===== src/hw/rtl/fig_pkg.sv =====
// Shared types and constants for the force impulse grasp detector.
`default_nettype none

package fig_pkg;

    // Operation codes carried in the input beat
    localparam logic OP_SAMPLE = 1'b0;
    localparam logic OP_CLEAR  = 1'b1;

    // Field widths
    localparam int FORCE_W = 16;
    localparam int MAG_W   = 16;
    localparam int THR_W   = 16;
    localparam int SQ_W    = 32;

    // Reset value of the impulse threshold: 0.8 N in Q8.8
    localparam logic [THR_W-1:0] THR_RESET = 16'd205;

    typedef struct packed {
        logic                      operation;
        logic signed [FORCE_W-1:0] force_x;
        logic signed [FORCE_W-1:0] force_y;
        logic signed [FORCE_W-1:0] force_z;
    } fig_in_t;

    typedef struct packed {
        logic [MAG_W-1:0] magnitude;
        logic             window_full;
        logic             grasp_detected;
    } fig_out_t;

endpackage

`default_nettype wire


===== src/hw/rtl/force_impulse_grasp_detector_top.sv =====
// Top level of the force impulse grasp detector: bit-serial squares, digit-serial root, history.
`default_nettype none

// Each force sample beat passes through a shift-and-add squarer (one multiplier bit of
// all three axes per cycle), then a restoring square root (one root bit per cycle),
// then a finish step that updates the magnitude history and forms the flags. A clear
// beat skips the squarer and the root and goes straight to the finish step. The input
// is ready again the cycle after a result is loaded, so a new beat is taken only once
// the previous one is through. While the output register still holds a result that is
// not being taken, the core waits in its last step and the input stays stalled.
// One beat is in flight at a time; the next beat is taken as soon as the previous
// result sits in the output register, even if that result has not been taken yet.
// The impulse threshold may be rewritten only while no beat is in flight.
module force_impulse_grasp_detector_top
    import fig_pkg::*;
#(
    parameter int WINDOW_SIZE = 8
) (
    input  wire logic             aclk,
    input  wire logic             aresetn,
    // Configuration
    input  wire logic             cfg_wr_en,
    input  wire logic [THR_W-1:0] cfg_wr_data,
    // Input channel
    input  wire logic             s_valid,
    output logic                  s_ready,
    input  wire fig_in_t          s_payload,
    // Result channel
    output logic                  m_valid,
    input  wire logic             m_ready,
    output fig_out_t              m_payload
);

    localparam int FILL_W = $clog2(WINDOW_SIZE + 1);
    localparam logic [FILL_W-1:0] FILL_MAX = FILL_W'(WINDOW_SIZE);
    localparam int ABS_W  = FORCE_W;
    localparam int REM_W  = MAG_W + 1;
    localparam int CNT_W  = $clog2(ABS_W);

    // State codes
    localparam logic [1:0] ST_IDLE   = 2'd0;
    localparam logic [1:0] ST_SQUARE = 2'd1;
    localparam logic [1:0] ST_ROOT   = 2'd2;
    localparam logic [1:0] ST_FINISH = 2'd3;

    logic [1:0]        state_reg, state_next;
    logic [CNT_W-1:0]  cnt_reg, cnt_next;
    logic              clear_reg, clear_next;
    logic [THR_W-1:0]  thr_reg;

    // Squarer operands: multiplicands shift left, multipliers shift right
    logic [SQ_W-1:0]   mcx_reg, mcy_reg, mcz_reg;
    logic [SQ_W-1:0]   mcx_next, mcy_next, mcz_next;
    logic [ABS_W-1:0]  mpx_reg, mpy_reg, mpz_reg;
    logic [ABS_W-1:0]  mpx_next, mpy_next, mpz_next;

    // Sum of squares, later shifted out two bits per root step
    logic [SQ_W-1:0]   rad_reg, rad_next;
    logic [REM_W-1:0]  rem_reg, rem_next;
    logic [MAG_W-1:0]  root_reg, root_next;

    // History and fill count
    logic [MAG_W-1:0]  rec0_reg, rec1_reg;
    logic [FILL_W-1:0] fill_reg;

    logic              m_valid_reg;
    fig_out_t          m_payload_reg;

    logic [ABS_W-1:0]  abs_x, abs_y, abs_z;
    logic [SQ_W-1:0]   pp_x, pp_y, pp_z;
    logic [REM_W+1:0]  rem_shift, trial, rem_diff;
    logic              root_ge;
    logic              out_free;
    logic              accept;
    logic [FILL_W-1:0] fill_inc;
    logic              full_now;
    logic signed [MAG_W+2:0] d2;
    logic [MAG_W+2:0]  d2_abs;
    logic              grasp_now;

    assign s_ready   = (state_reg == ST_IDLE);
    assign accept    = s_valid && s_ready;
    assign out_free  = !m_valid_reg || m_ready;
    assign m_valid   = m_valid_reg;
    assign m_payload = m_payload_reg;

    // Take absolute values of the axes; -32768 maps to 32768 unsigned
    assign abs_x = s_payload.force_x[FORCE_W-1] ? ABS_W'(-s_payload.force_x)
                                                : ABS_W'(s_payload.force_x);
    assign abs_y = s_payload.force_y[FORCE_W-1] ? ABS_W'(-s_payload.force_y)
                                                : ABS_W'(s_payload.force_y);
    assign abs_z = s_payload.force_z[FORCE_W-1] ? ABS_W'(-s_payload.force_z)
                                                : ABS_W'(s_payload.force_z);

    // Partial products for the current multiplier bit
    assign pp_x = mpx_reg[0] ? mcx_reg : '0;
    assign pp_y = mpy_reg[0] ? mcy_reg : '0;
    assign pp_z = mpz_reg[0] ? mcz_reg : '0;

    // One restoring root step: bring down two radicand bits, try root*4+1
    assign rem_shift = {rem_reg, rad_reg[SQ_W-1 -: 2]};
    assign trial     = {1'b0, root_reg, 2'b01};
    assign root_ge   = (rem_shift >= trial);
    assign rem_diff  = rem_shift - trial;

    // History update and second difference, newest magnitude is root_reg
    assign fill_inc  = (fill_reg < FILL_MAX) ? fill_reg + 1'b1 : fill_reg;
    assign full_now  = (fill_inc == FILL_MAX);
    assign d2        = $signed({2'b00, rec0_reg, 1'b0})
                     - $signed({3'b000, root_reg})
                     - $signed({3'b000, rec1_reg});
    assign d2_abs    = d2[MAG_W+2] ? (MAG_W+3)'(-d2) : (MAG_W+3)'(d2);
    assign grasp_now = full_now && (d2_abs > {3'b000, thr_reg});

    // Sequence one beat through square, root and finish
    always_comb begin
        state_next = state_reg;
        cnt_next   = cnt_reg;
        clear_next = clear_reg;
        mcx_next   = mcx_reg;
        mcy_next   = mcy_reg;
        mcz_next   = mcz_reg;
        mpx_next   = mpx_reg;
        mpy_next   = mpy_reg;
        mpz_next   = mpz_reg;
        rad_next   = rad_reg;
        rem_next   = rem_reg;
        root_next  = root_reg;
        case (state_reg)
            ST_IDLE: begin
                if (accept) begin
                    clear_next = (s_payload.operation == OP_CLEAR);
                    mcx_next   = SQ_W'(abs_x);
                    mcy_next   = SQ_W'(abs_y);
                    mcz_next   = SQ_W'(abs_z);
                    mpx_next   = abs_x;
                    mpy_next   = abs_y;
                    mpz_next   = abs_z;
                    rad_next   = '0;
                    rem_next   = '0;
                    root_next  = '0;
                    cnt_next   = '0;
                    state_next = (s_payload.operation == OP_CLEAR) ? ST_FINISH : ST_SQUARE;
                end
            end
            ST_SQUARE: begin
                rad_next = rad_reg + pp_x + pp_y + pp_z;
                mcx_next = {mcx_reg[SQ_W-2:0], 1'b0};
                mcy_next = {mcy_reg[SQ_W-2:0], 1'b0};
                mcz_next = {mcz_reg[SQ_W-2:0], 1'b0};
                mpx_next = {1'b0, mpx_reg[ABS_W-1:1]};
                mpy_next = {1'b0, mpy_reg[ABS_W-1:1]};
                mpz_next = {1'b0, mpz_reg[ABS_W-1:1]};
                cnt_next = cnt_reg + 1'b1;
                if (cnt_reg == CNT_W'(ABS_W - 1)) begin
                    state_next = ST_ROOT;
                end
            end
            ST_ROOT: begin
                rad_next  = {rad_reg[SQ_W-3:0], 2'b00};
                rem_next  = root_ge ? rem_diff[REM_W-1:0] : rem_shift[REM_W-1:0];
                root_next = {root_reg[MAG_W-2:0], root_ge};
                cnt_next  = cnt_reg + 1'b1;
                if (cnt_reg == CNT_W'(MAG_W - 1)) begin
                    state_next = ST_FINISH;
                end
            end
            ST_FINISH: begin
                if (out_free) begin
                    state_next = ST_IDLE;
                end
            end
            default: begin
                state_next = ST_IDLE;
            end
        endcase
    end

    // Control registers, threshold, history and output valid
    always_ff @(posedge aclk) begin
        if (!aresetn) begin
            state_reg   <= ST_IDLE;
            cnt_reg     <= '0;
            clear_reg   <= 1'b0;
            thr_reg     <= THR_RESET;
            rec0_reg    <= '0;
            rec1_reg    <= '0;
            fill_reg    <= '0;
            m_valid_reg <= 1'b0;
        end else begin
            state_reg  <= state_next;
            cnt_reg    <= cnt_next;
            clear_reg  <= clear_next;
            if (cfg_wr_en) begin
                thr_reg <= cfg_wr_data;
            end
            if (m_valid_reg && m_ready) begin
                m_valid_reg <= 1'b0;
            end
            if (state_reg == ST_FINISH && out_free) begin
                m_valid_reg <= 1'b1;
                if (clear_reg) begin
                    rec0_reg <= '0;
                    rec1_reg <= '0;
                    fill_reg <= '0;
                end else begin
                    rec0_reg <= root_reg;
                    rec1_reg <= rec0_reg;
                    fill_reg <= fill_inc;
                end
            end
        end
    end

    // Datapath registers
    always_ff @(posedge aclk) begin
        mcx_reg  <= mcx_next;
        mcy_reg  <= mcy_next;
        mcz_reg  <= mcz_next;
        mpx_reg  <= mpx_next;
        mpy_reg  <= mpy_next;
        mpz_reg  <= mpz_next;
        rad_reg  <= rad_next;
        rem_reg  <= rem_next;
        root_reg <= root_next;
        if (state_reg == ST_FINISH && out_free) begin
            if (clear_reg) begin
                m_payload_reg <= '0;
            end else begin
                m_payload_reg.magnitude      <= root_reg;
                m_payload_reg.window_full    <= full_now;
                m_payload_reg.grasp_detected <= grasp_now;
            end
        end
    end

endmodule

`default_nettype wire

===== config.mk =====
export PLATFORM = sky130hd
export DESIGN_NAME = force_impulse_grasp_detector_top
export DESIGN_NICKNAME = d
export VERILOG_FILES = /design/src/hw/rtl/fig_pkg.sv /design/src/hw/rtl/force_impulse_grasp_detector_top.sv
export SDC_FILE = /design/constraint.sdc
export NUM_CORES = 1
export LEC_CHECK = 0
export BUFFER_PORTS_ARGS = -buffer_cell sky130_fd_sc_hd__buf_2
export CORE_MARGIN = 10
export CORE_UTILIZATION = 63
export CTS_BUF_LIST = sky130_fd_sc_hd__clkbuf_16
export DETAILED_ROUTE_END_ITERATION = 8
export PLACE_DENSITY = 0.85
export SLEW_MARGIN = 20
export SYNTH_ARGS = -nofsm -noshare
export SYNTH_HDL_FRONTEND = slang
export SYNTH_SLANG_ARGS = --single-unit

===== constraint.sdc =====
create_clock -name aclk -period 16.7 [get_ports aclk]
set_input_delay 0.835 -clock aclk [delete_from_list [all_inputs] [get_ports aclk]]
set_output_delay 0.835 -clock aclk [all_outputs]
set_load 0.02 [all_outputs]

== Word-level counts from Yosys, hierarchy flattened ==
Cells that the tools add are included.
Storage, ports and cells
  memories kept: 0
  bits in latches: 0
  word-level logic and storage cells: 103
  bits in writable memories: 0
  bits in registers: 287
  input bits: 70
  ROM bits: 0
  output and inout bits: 20
Cells by class
  $lt $le $gt $ge: 3
  add/sub/neg operators: 12
  divide/modulo/power cells: 0
  shift operators: 0
  $mul: 0
  equal/unequal tests: 9
  reduce and logical (&&, ||, !) cells: 19
  bitwise gates (word level): 0
  multiplexer cells: 40
Operator list (count)
  two-way mux 32 bit: 7
  one-hot mux 32 bit (2 select lines): 3
  two-way mux 16 bit: 9
  one-hot mux 16 bit (2 select lines): 4
  adder 32 bit: 3
  one-hot mux 32 bit (3 select lines): 1
  negation 16 bit: 3
  two-way mux 17 bit: 2
  one-hot mux 17 bit (2 select lines): 1
  >= comparator 19 x 18 -> 1 bit: 1
  greater-than comparator 19 x 16 -> 1 bit: 1
  two-way mux 19 bit: 1
  negation 19 bit: 1
  subtractor 18 x 17 -> 19 bit: 1
  subtractor 17 x 16 -> 18 bit: 1
  subtractor 17 bit: 1
  two-way mux 4 bit: 3
  two-way mux 2 bit: 5
  AND reduction 2 bit: 5
  adder 4 x 1 -> 4 bit (second input constant): 2
  equality test 4 bit (second input constant): 2
  one-hot mux 2 bit (4 select lines): 1
  one-hot mux 4 bit (2 select lines): 1
  nonzero test 2 bit: 4
  other kinds (13): 20

== Logic depth before layout (Yosys ltp) ==
  depth in word-level cells: 6
  gate-level depth with buffers: 32
  mapped depth without buffers: 31

== Least setup slack after synthesis ==
OpenSTA, ideal clock, no wires.
  path kind: reg-to-reg
  start point: register state_reg[1]
  end point: register mcx_reg[0] (enable)
  buffers on the path: 1
  setup slack: 4898 ps
  stages on the path, launching flop included: 6
  required time: 15853 ps
  clock period less this slack: 11802 ps
  setup time: 847 ps
  arrival: 10955 ps
  path through: dfxtp_1 inv_1 ha_1 clkbuf_1 inv_1 o21ai_0
On the way
  word-level cells in the longest chain between the ends: 4
  elaborated cells between the ends (all ways): 6
  those cells by class: eq/ne: 2; reduce/logical: 4
Ends and longest elaborated chain
  start, declared: line force_impulse_grasp_detector_top.sv:46  | logic [1:0] state_reg, state_next;
  start signal, assigned: line force_impulse_grasp_detector_top.sv:191  | state_reg <= state_next;
  logical NOT 2 bit: line force_impulse_grasp_detector_top.sv:81, force_impulse_grasp_detector_top.sv:129
  logical AND 1 bit: line force_impulse_grasp_detector_top.sv:82  | assign accept = s_valid && s_ready;
  != test 2 x 1 -> 1 bit (no line)
  AND reduction 2 bit (no line) (*)
  end signal, assigned: line force_impulse_grasp_detector_top.sv:217  | mcx_reg <= mcx_next;
  end, declared: line force_impulse_grasp_detector_top.sv:52  | logic [SQ_W-1:0] mcx_reg, mcy_reg, mcz_reg;
Mark *: on every way between the ends. The rest lies on a longest branch, timed or not.
A chain may end at the register's enable or synchronous reset.

== Worst setup path in the final report ==
  start point: register root_reg[1]
  end point: register m_payload_reg (netlist bit m_payload[0]) (data pin)
On the way
  word-level cells in the longest chain between the ends: 6
Ends and longest elaborated chain
  start, declared: line force_impulse_grasp_detector_top.sv:60  | logic [MAG_W-1:0] root_reg, root_next;
  start signal, assigned: line force_impulse_grasp_detector_top.sv:225  | root_reg <= root_next;
  subtractor 17 x 16 -> 18 bit (*): line force_impulse_grasp_detector_top.sv:110  | - $signed({3'b000, root_reg})
  subtractor 18 x 17 -> 19 bit (*): line force_impulse_grasp_detector_top.sv:111  | - $signed({3'b000, rec1_reg});
  negation 19 bit: line force_impulse_grasp_detector_top.sv:112  | assign d2_abs = d2[MAG_W+2] ? (MAG_W+3)'(-d2) : (MAG_W+3)'(d2);
  two-way mux 19 bit (*): line force_impulse_grasp_detector_top.sv:112
  greater-than comparator 19 x 16 -> 1 bit (*): line force_impulse_grasp_detector_top.sv:113  | assign grasp_now = full_now && (d2_abs > {3'b000, thr_reg});
  logical AND 1 bit (*): line force_impulse_grasp_detector_top.sv:113
  end, declared: line force_impulse_grasp_detector_top.sv:67  | fig_out_t m_payload_reg;
Marked as above.

==> flow_summary.toml <==
[yosys]
syn-instance-count = 1922
seq_area_frac_synth_pct = 42.5
ys_seq_elements = 287
synth_flop_cell = "edfxtp_1"
synth_edf_count = 227
synth_fp_nets = 2163
ys_types = 73
avgSynthCellArea_um2 = 9.82
synth.yosys.warnings = 0
synthArstFlopShare_pct = 0
synthesis.area_um2 = 18900

[detailed_routing]
ant_nets = 0
via_per_inst = 5.94
num_vias = 14200
drtIter0Drc = 1165
drc = 1
drt-total-wl_um = 42200
drt_pre_antenna_iters = 7
routedWlPerCell_um = 17.6

[run_status]
outcome = "finished, violations left"
violations = "DRC"

[worst_hold_path]
whs_path_depth = 2
hp-class = "reg2reg"
hold_start = "rec1_reg[4]"
hold_end = "rec1_reg[4]"

[setup_path]
start_kind = "flip-flop"
end_kind = "flip-flop"
critPathMaxStageDelay_ns = 0.64
reg2reg_depth = 26
cpMostUsedCell = "ha_1"
cp_slowest_cell = "o21ai_1"
required_ns = 17.00
r2r_slack_ns = 9.75
crit_type = "reg2reg"
reg2reg_to = "m_payload[0]"
critPathMaxFanout = 13
path_delay_family = "compound AO/OA/AOI/OAI gates"
cp.buffers_inverters = 1
r2r-start = "root_reg[1]"
arrival_ns = 7.26

[die]
dieArea_um2 = 37300
initial_core_util_pct = 63.7
io_pins = 90
rows = 63
die_h_um = 193
core_um2 = 29600
die_w_um = 193

[clock_network]
h-tree-depth = 1
clk_pin_slew_worst_paths_ns = 0.06
clockBufferDepth = 3
clockRootBuffer = "clkbuf_16"
cts_resized = 0
cts_setup_buffers = 0
cts_hold_buffers = 0
cts.sink_count = 287
clk_latency_ns = 0.57
cts_buffers = 31
cts_tree = "done"

[timing]
clock_skew_ns = 0.0101
max_freq_mhz = 144
fin_crit_ns = 6.95
hold_violations = 0
tightest_slew_ns = 1.10
fin_crit_sh_pct = 41.6
relSlewSlack_pct = 26.7
setup_slack_ns = 9.75
setup_tns_ns = 0
rsz0062_at_grt = "no"
setup_violations = 0
drv_slew = 0

[place]
pre_cts_ws_ns = 9.99
place_congestion = 0.898
io_buffer_count = 89
dp_hpwl_um = 29900

[final_layout]
nets = 2224
areaGrowthSynthToFinish_pct = 9.46
drive_above_1_share_pct = 8.07
antenna_cells = 0

[global_route]
overflow = 0
grt_max_degree = 96
antenna_found_initial = 0
grt_pass1_vias = 14000
grt_use_total_pct = 22.4
grt_pass1_wl_um = 69000

[flow_run]
cap_violations = 0
==> area by class of cell <==
cell class,instances,area [um2]
clock buffers,31,776
fillers,2162,8980
inverters,165,619
well taps,390,488
multi-input cells,1399,10000
repair buffers,99,520
clock inverters,26,241
flip-flops and latches,287,8020
==> cell families after synthesis <==
family | after synthesis | share of synthesized area (%)
fa+ha+maj | 171 | 13.9
buf+inv | 236 | 4.74
simple gates | 646 | 17.4
compound gates | 448 | 15.1
xor+xnor | 116 | 5.38
mux | 18 | 0.981
flops | 287 | 42.5
==> layer usage <==
layer,up-vias,wire (um),global-route usage (%)
met1,6836,17400,28.6
met2,472,21200,39.4
li1,6843,-,-
met5,-,0,0
met4,0,926,6.30
met3,77,2700,2.81
==> worst max path at each step <==
| stage | from | end | depth (start not counted) |
|---|---|---|---|
| 2_1_floorplan | state_reg[1] | mcx_reg[0] | 5 |
| 3_3_place_gp | root_reg[1] | m_payload[0] | 29 |
| 3_5_place_dp | root_reg[1] | m_payload[0] | 26 |
| 4_1_cts | root_reg[1] | m_payload[0] | 29 |
| 5_1_grt | root_reg[1] | m_payload[0] | 26 |
| 6_report | root_reg[1] | m_payload[0] | 26 |
==> per-stage QoR <==
| stage | area, um2 | util, % | hold slack (ns) | cells |
|---|---|---|---|---|
| final | 20700 | 69.7 | 0.466 | 2397 |
| after global placement | 19600 | 66.3 | 0.454 | 2340 |
| after floorplan | 18900 | - | 0.441 | 1922 |
| after CTS | 20700 | 69.7 | 0.467 | 2397 |
| after detailed placement | 19600 | 66.3 | 0.461 | 2340 |
| after global routing | 20700 | 69.7 | 0.490 | 2397 |
==> cells in the final DEF (no fill, tap or decap), types with 9 or more instances in the layout <==
cell,instances
or3_1,11
o21ai_0,78
nand2b_1,23
buf_4,10
a31oi_1,11
clkbuf_16,31
a21boi_0,32
buf_2,89
xor2_1,32
dfxtp_1,59
and2_1,150
ha_1,106
a21o_1,33
nor2_1,158
fa_1,64
nor3_1,27
nand3_1,16
o211ai_1,13
nor2b_1,32
o31ai_1,17
xnor2_1,84
nand4_1,9
mux2i_1,17
and3_1,16
edfxtp_1,227
o21a_1,20
nand2_1,157
nand3b_1,20
inv_1,171
a21oi_1,158
==> worst reg2reg max path: cells and delay by family, from the launching register on <==
family,cells,cell delay [ns]
buffers and inverters,1,0.18
flip-flops,1,0.35
XOR/XNOR,2,0.35
AO/OA/AOI/OAI,13,3.40
adder cells (fa/ha/maj),3,0.93
AND/OR/NAND/NOR,7,1.48
==> synth_stat cells, types with 32 or more instances <==
master | n | area, um2
fa_1 | 64 | 1280
nor2b_1 | 33 | 206
inv_1 | 164 | 616
nor2_1 | 158 | 593
clkbuf_1 | 64 | 240
a21boi_0 | 32 | 240
and2_1 | 150 | 938
xor2_1 | 32 | 280
nand2_1 | 157 | 589
edfxtp_1 | 227 | 6820
a21o_1 | 33 | 248
dfxtp_1 | 60 | 1200
o21ai_0 | 80 | 400
ha_1 | 107 | 1340
a21oi_1 | 158 | 791
xnor2_1 | 84 | 736
Power is not shown: default switching activity piles up to over one toggle a cycle in this logic, so the estimate is an artifact.
